`src/sv/rgd_pkg.sv`:
```
// Shared types and constants for the repeated group decoder.
// Used by the count unit, the top level and the port checker; no dependencies.
`timescale 1ns / 1ps

package rgd_pkg;

    // Width of the running decoded-byte count.
    localparam int RGD_COUNT_BITS = 24;
    // Width of the picture size register.
    localparam int RGD_CFG_W = 24;
    // Largest group length in bytes.
    localparam int RGD_GROUP_MAX = 15;
    // Output data beat: 64 + 56 + 4 bits, padded to 128.
    localparam int RGD_TDATA_W = 128;
    localparam int RGD_LEN_LSB = 120;

    localparam logic [RGD_CFG_W-1:0] RGD_PIC_BYTES_RESET = 24'd115200;

    // Decoder sequencer states.
    typedef enum logic [1:0] {
        ST_HEADER,
        ST_LITERAL,
        ST_EMIT
    } rgd_state_t;

    // Result of one pass through the count unit.
    typedef struct packed {
        logic [RGD_COUNT_BITS-1:0] total;
        logic                      done;
    } rgd_count_res_t;

endpackage

```
`src/sv/rgd_count_unit.sv`:
```
// Shared add-and-compare unit that advances the decoded-byte count by one group copy.
// Depends on rgd_pkg.
`timescale 1ns / 1ps

module rgd_count_unit
    import rgd_pkg::*;
(
    input  logic [RGD_COUNT_BITS-1:0] total,
    input  logic [3:0]                group_len,
    input  logic [RGD_CFG_W-1:0]      picture_bytes,
    output rgd_count_res_t            res
);

    logic [RGD_COUNT_BITS:0] sum_wide;
    logic [RGD_COUNT_BITS:0] pic_wide;
    logic                    reach;
    logic                    overflow;

    // Add the group length with one guard bit for overflow.
    assign sum_wide = {1'b0, total} + (RGD_COUNT_BITS + 1)'(group_len);
    assign pic_wide = (RGD_COUNT_BITS + 1)'(picture_bytes);

    // The picture is complete when the total is reached or the count overflows.
    assign reach    = (sum_wide >= pic_wide);
    assign overflow = sum_wide[RGD_COUNT_BITS];

    always_comb
    begin
        res.done  = reach | overflow;
        res.total = (reach | overflow) ? '0 : sum_wide[RGD_COUNT_BITS-1:0];
    end

endmodule

```
`src/sv/repeated_group_decoder_top.sv`:
```
// Top level of the repeated group decoder: header/literal sequencer, literal store,
// output register. Depends on rgd_pkg and rgd_count_unit.
`timescale 1ns / 1ps

// Usage:
// The slave stream carries one compressed byte per beat. A header byte gives the
// group length in its high nibble and the repeat count in its low nibble; that many
// literal bytes follow. After the last literal of a group with a nonzero repeat
// count the block enters its emit state, drops s_axis_tready and emits the group
// once per repeat on the master stream, one copy per cycle while m_axis_tready is
// high, so the input is held until the last copy is loaded. tlast marks the final
// copy and tuser marks the copy on which the decoded byte count reached the picture
// size; the count then restarts. A single add-and-compare unit updates the count
// once per copy, which sets the copy rate. The master side has an output register,
// so a stalled receiver holds the current copy and the sequencer waits. The picture
// size must be written through cfg_wen/cfg_wdata only while the block is idle; the
// block itself does not enforce this. Reset (rst_n low) returns the sequencer to
// expecting a header, clears the count and sets the picture size to 115200.
module repeated_group_decoder_top
    import rgd_pkg::*;
(
    input  logic                   clk,
    input  logic                   rst_n,
    // Picture size register write port.
    input  logic                   cfg_wen,
    input  logic [RGD_CFG_W-1:0]   cfg_wdata,
    // Compressed byte stream.
    input  logic                   s_axis_tvalid,
    output logic                   s_axis_tready,
    input  logic [7:0]             s_axis_tdata,   // [7:0] code_byte
    // Decoded group copies.
    output logic                   m_axis_tvalid,
    input  logic                   m_axis_tready,
    output logic [RGD_TDATA_W-1:0] m_axis_tdata,   // [63:0] group_low, [119:64] group_high,
                                                   // [123:120] group_length, [127:124] zero
    output logic                   m_axis_tlast,   // last_copy
    output logic                   m_axis_tuser    // [0] picture_done
);

    rgd_state_t                state_reg, state_next;
    logic [3:0]                len_reg, len_next;
    logic [3:0]                rep_reg, rep_next;
    logic [3:0]                lit_cnt_reg, lit_cnt_next;
    logic [3:0]                copy_reg, copy_next;
    logic [RGD_COUNT_BITS-1:0] total_reg, total_next;
    logic [RGD_CFG_W-1:0]      pic_bytes_reg;
    logic                      out_valid_reg, out_valid_next;
    logic [RGD_TDATA_W-1:0]    out_data_reg;
    logic                      out_last_reg;
    logic                      out_done_reg;
    logic [7:0]                lit_store_reg [RGD_GROUP_MAX];

    logic                      in_beat;
    logic                      out_free;
    logic                      store_we;
    logic                      load;
    logic                      copy_last;
    logic [4:0]                lit_cnt_inc;
    logic [RGD_TDATA_W-1:0]    packed_data;
    rgd_count_res_t            cu_res;

    assign s_axis_tready = (state_reg != ST_EMIT);
    assign in_beat       = s_axis_tvalid & s_axis_tready;
    assign out_free      = ~out_valid_reg | m_axis_tready;
    assign lit_cnt_inc   = {1'b0, lit_cnt_reg} + 5'd1;
    assign copy_last     = ((copy_reg + 4'd1) == rep_reg);

    // Shared count unit, used once for every emitted copy.
    rgd_count_unit u_count (
        .total         (total_reg),
        .group_len     (len_reg),
        .picture_bytes (pic_bytes_reg),
        .res           (cu_res)
    );

    // Pack the group bytes; positions past the group length read as zero.
    always_comb
    begin
        packed_data = '0;
        for (int i = 0; i < RGD_GROUP_MAX; i++)
        begin
            if (4'(i) < len_reg)
            begin
                packed_data[8*i +: 8] = lit_store_reg[i];
            end
        end
        packed_data[RGD_LEN_LSB +: 4] = len_reg;
    end

    // Sequencer: next state and counters.
    always_comb
    begin
        state_next     = state_reg;
        len_next       = len_reg;
        rep_next       = rep_reg;
        lit_cnt_next   = lit_cnt_reg;
        copy_next      = copy_reg;
        total_next     = total_reg;
        store_we       = 1'b0;
        load           = 1'b0;
        case (state_reg)
            ST_HEADER:
            begin
                if (in_beat)
                begin
                    len_next     = s_axis_tdata[7:4];
                    rep_next     = s_axis_tdata[3:0];
                    lit_cnt_next = '0;
                    if (s_axis_tdata[7:4] != 4'd0)
                    begin
                        state_next = ST_LITERAL;
                    end
                end
            end
            ST_LITERAL:
            begin
                if (in_beat)
                begin
                    store_we     = 1'b1;
                    lit_cnt_next = lit_cnt_inc[3:0];
                    if (lit_cnt_inc >= {1'b0, len_reg})
                    begin
                        lit_cnt_next = '0;
                        copy_next    = '0;
                        state_next   = (rep_reg != 4'd0) ? ST_EMIT : ST_HEADER;
                    end
                end
            end
            ST_EMIT:
            begin
                if (out_free)
                begin
                    load       = 1'b1;
                    total_next = cu_res.total;
                    copy_next  = copy_reg + 4'd1;
                    if (copy_last)
                    begin
                        state_next = ST_HEADER;
                    end
                end
            end
            default:
            begin
                state_next = ST_HEADER;
            end
        endcase
    end

    // Output register valid flag.
    always_comb
    begin
        out_valid_next = out_valid_reg;
        if (load)
        begin
            out_valid_next = 1'b1;
        end
        else if (m_axis_tready)
        begin
            out_valid_next = 1'b0;
        end
    end

    // State register.
    always_ff @(posedge clk or negedge rst_n)
    begin
        if (!rst_n)
        begin
            state_reg <= ST_HEADER;
        end
        else
        begin
            state_reg <= state_next;
        end
    end

    // Control registers and the picture size register.
    always_ff @(posedge clk or negedge rst_n)
    begin
        if (!rst_n)
        begin
            len_reg       <= '0;
            rep_reg       <= '0;
            lit_cnt_reg   <= '0;
            copy_reg      <= '0;
            total_reg     <= '0;
            out_valid_reg <= 1'b0;
            pic_bytes_reg <= RGD_PIC_BYTES_RESET;
        end
        else
        begin
            len_reg       <= len_next;
            rep_reg       <= rep_next;
            lit_cnt_reg   <= lit_cnt_next;
            copy_reg      <= copy_next;
            total_reg     <= total_next;
            out_valid_reg <= out_valid_next;
            if (cfg_wen)
            begin
                pic_bytes_reg <= cfg_wdata;
            end
        end
    end

    // Literal store, written at the current literal position.
    always_ff @(posedge clk)
    begin
        if (store_we)
        begin
            lit_store_reg[lit_cnt_reg] <= s_axis_tdata;
        end
    end

    // Output payload register.
    always_ff @(posedge clk)
    begin
        if (load)
        begin
            out_data_reg <= packed_data;
            out_last_reg <= copy_last;
            out_done_reg <= cu_res.done;
        end
    end

    assign m_axis_tvalid = out_valid_reg;
    assign m_axis_tdata  = out_data_reg;
    assign m_axis_tlast  = out_last_reg;
    assign m_axis_tuser  = out_done_reg;

endmodule

```
`config.mk`:
```
export PLATFORM = sky130hd
export DESIGN_NAME = repeated_group_decoder_top
export DESIGN_NICKNAME = d
export VERILOG_FILES = /design/src/sv/rgd_pkg.sv /design/src/sv/rgd_count_unit.sv /design/src/sv/repeated_group_decoder_top.sv
export SDC_FILE = /design/constraint.sdc
export NUM_CORES = 1
export LEC_CHECK = 0
export ABC_AREA = 1
export BUFFER_PORTS_ARGS = -buffer_cell sky130_fd_sc_hd__buf_4
export CORE_UTILIZATION = 45
export DETAILED_ROUTE_END_ITERATION = 7
export REMOVE_ABC_BUFFERS = 1
export SLEW_MARGIN = 20
export SYNTH_ARGS = -nofsm -noshare
export SYNTH_HDL_FRONTEND = slang
export SYNTH_SLANG_ARGS = --single-unit
```
`constraint.sdc`:
```
create_clock -name clk -period 8.3 [get_ports clk]
set_clock_uncertainty 0.15 [all_clocks]
set_input_delay 1.66 -clock clk [delete_from_list [all_inputs] [get_ports clk]]
set_output_delay 1.66 -clock clk [all_outputs]
set_load 0.01 [all_outputs]
```
==> flow_summary.toml <==
[outcome]
outcome = "complete, no violations"

[worst_setup_path]
path_delay_family = "simple AND/OR/NAND/NOR gates"
crit_top_cell = "inv_1"
crit_type = "flop to flop"
worstPathMaxFanout = 25
endpoint_kind = "flop"
startpoint_type = "flop"
critPathMaxStageDelay_ps = 620
cp_slowest_cell = "dfrtp_1"
cp.arrival_ps = 4220
critPathBufInv = 4
path_cells = "inv_1, fa_1, nor2_1, o21ai_1, nor2_1, nand3_1, nand2_1, inv_1, ha_1, nand2_1, inv_1, nand2_1, a21oi_1, nor2_1, a21boi_0, nor2_4, inv_1"
cp.required_ps = 8390

[layout]
nNetsFinal = 1486
layout-drive-gt1-share = 0.1679
syn_to_final_growth_pct = 20.42
diodes = 0
largest_reg_flops = 124

[flow_run]
max-cap-violations = 0

[placement]
gp_congestion = 0.8468
detailed_place_hpwl_um = 18140
preCtsSetupSlack_ps = 3935
io_buffers = 164

[routing]
via_count = 8395
ant_nets = 0
viasPerCell = 4.615
drt_first_iter_violations = 468
totalWireLength_um = 26710
drt-wirelength-per-cell_um = 14.68
drc_errors = 0
dr.pass1.iters = 5

[sta]
finalMaxSlewViolations = 0
hold_viol_final = 0
rsz0062_at_grt = "false"
finalSetupViolations = 0
min_period_ps = 4131
slew_headroom = 0.2834
worst_slack_ps = 4169
max_freq_mhz = 242.1
post-route-period-util = 0.4977
tightest_slew_ps = 1067

[clock_network]
htreeDepth = 2
cts-root-buf = "clkbuf_16"
cts_tree = "done"
path_clk_slew_ps = 60
ctsResizeCount = 0
numClockSinks = 313
cts_setup_buffers = 0
clk_latency_ps = 510
cts_buffers = 34
clockBufferDepth = 3
hold_buffers = 0

[global_routing]
grt_max_degree = 91
grt_pass1_vias = 8091
antenna_found_initial = 0
grt_pass1_wl_um = 42570
grt_use_total = 0.1827
overflow = 0

[die]
die-area_um2 = 30020
num_rows = 62
core_um2 = 28780
start_util = 0.4586
die_w_um = 173.3
io_pins = 169
dieHeight_um = 173.3

[synth]
synth_top_family_by_area = "simple AND/OR/NAND/NOR gates"
ys_seq_elements = 313
ys.flop_type = "edfxtp_1"
postSynth.asyncResetShare = 0.2141
synth_cells = 1224
synthSimpleGateAreaFrac = 0.1597
synth_xor_area_frac = 0.009290
synth_mux_area_frac = 0.0008532
netlist_area_um2 = 13200
ys_types = 33
syn_avg_cell_area_um2 = 10.78
synth_compound_area_frac = 0.02588
synth_edf_count = 246
synth_warnings = 0
synthAdderAreaFrac = 0.03659
yosysSeqAreaShare = 0.6871

[power]
p_leak_nw = 7.339
ir_drop_v = 0.0001811
total_power_mw = 4.417
powerDensity_nw_per_um2 = 277.9

[min_path]
hold_class = "flop to flop"
[cell usage after synthesis (7+ instances only)]
cell,number,area (um^2)
nand2_1,270,1013
inv_1,249,934.7
edfxtp_1,246,7387
nor2_1,193,724.4
dfrtp_1,63,1577
o21ai_0,38,190.2
ha_1,37,462.9
nand3_1,28,140.1
a21oi_1,11,55.05
nand4_1,9,56.30
xor2_1,9,78.83
clkbuf_1,8,30.03
nand2_2,7,43.79
[layer usage]
layer  track usage  share of wire  vias up
li1              -              -     4233
met1        0.2344           0.44     3911
met5             0              0        -
met3       0.03355          0.050       48
met4       0.06121          0.025        0
met2        0.3124           0.49      203
[stage by stage]
| step | TNS, ps | util | area (um^2) | hold WS, ps | cells |
|---|---|---|---|---|---|
| after floorplan | -54040 | - | 13090 | 302.9 | 1207 |
| after global placement | 0 | 0.5152 | 14830 | 330.0 | 1758 |
| after detailed placement | 0 | 0.5152 | 14830 | 328.6 | 1758 |
| after CTS | 0 | 0.5514 | 15870 | 344.6 | 1818 |
| after global routing | 0 | 0.5523 | 15890 | 364.1 | 1819 |
| final | 0 | 0.5523 | 15890 | 340.1 | 1819 |
[final timing paths]
kind,slack [ps],cells past startpoint,end,start
hold / removal,340,2,total_reg[0],total_reg[0]
max in group asynchronous,6280,1,total_reg[2],rst_n
setup / recovery,4170,17,m_axis_tuser,len_reg[1]
hold reg to reg,340,2,total_reg[0],total_reg[0]
min in group asynchronous,1130,1,pic_bytes_reg[22],rst_n
setup reg to reg,4170,17,m_axis_tuser,len_reg[1]
[layout make-up]
type	count	area, um^2
clock buffers	39	890.9
clock inverters	21	151.4
fillers	2486	12890
inverters	249	934.6
multi-input cells	645	3094
flip-flops and latches	313	9069
well taps	384	480.5
repair buffers	168	1274
[cells by family (layout without fill, tap and decap cells)]
| logic type | after synthesis | in the layout |
|---|---|---|
| other cells | 1 | 4 |
| fa+ha+maj | 38 | 38 |
| flops | 313 | 313 |
| mux | 1 | 1 |
| buf+inv | 269 | 477 |
| simple gates | 525 | 525 |
| xor+xnor | 14 | 14 |
| compound gates | 63 | 63 |
[where the power goes]
group | internal, mW | total, mW | switching (mW)
Combinational | 0.335 | 0.944 | 0.609
Clock | 0.806 | 1.40 | 0.593
Sequential | 1.96 | 2.07 | 0.119
Total | 3.10 | 4.42 | 1.32
[worst register-to-register path, stage by stage (launching register included)]
cell      delay, ps
dfrtp_1         620
inv_1           210
fa_1            510
nor2_1          200
o21ai_1         160
nor2_1          240
nand3_1         100
nand2_1         120
inv_1            50
ha_1            290
nand2_1         130
inv_1            60
nand2_1          70
a21oi_1          60
nor2_1          130
a21boi_0        160
nor2_4          530
inv_1            90
[cell usage in the layout, fill, tap and decap left out, types with 4 or more instances in the layout]
cell and n:
o21ai_0 38, dfstp_2 4, nand4_1 9, nor3_1 4, nand2_1 270, nor2_1 192
nand2_2 7, o21ai_1 4, inv_1 249, dfrtp_1 63, o21bai_1 4, nand3_1 28
nor2_4 4, xor2_1 9, a21o_1 4, a21oi_1 11, clkinv_1 8, clkbuf_16 35
ha_1 37, clkinv_2 7, xnor2_1 5, buf_4 167, conb_1 4, edfxtp_1 246
clkbuf_1 4
Note: power is estimated with default switching activity, not from simulation.
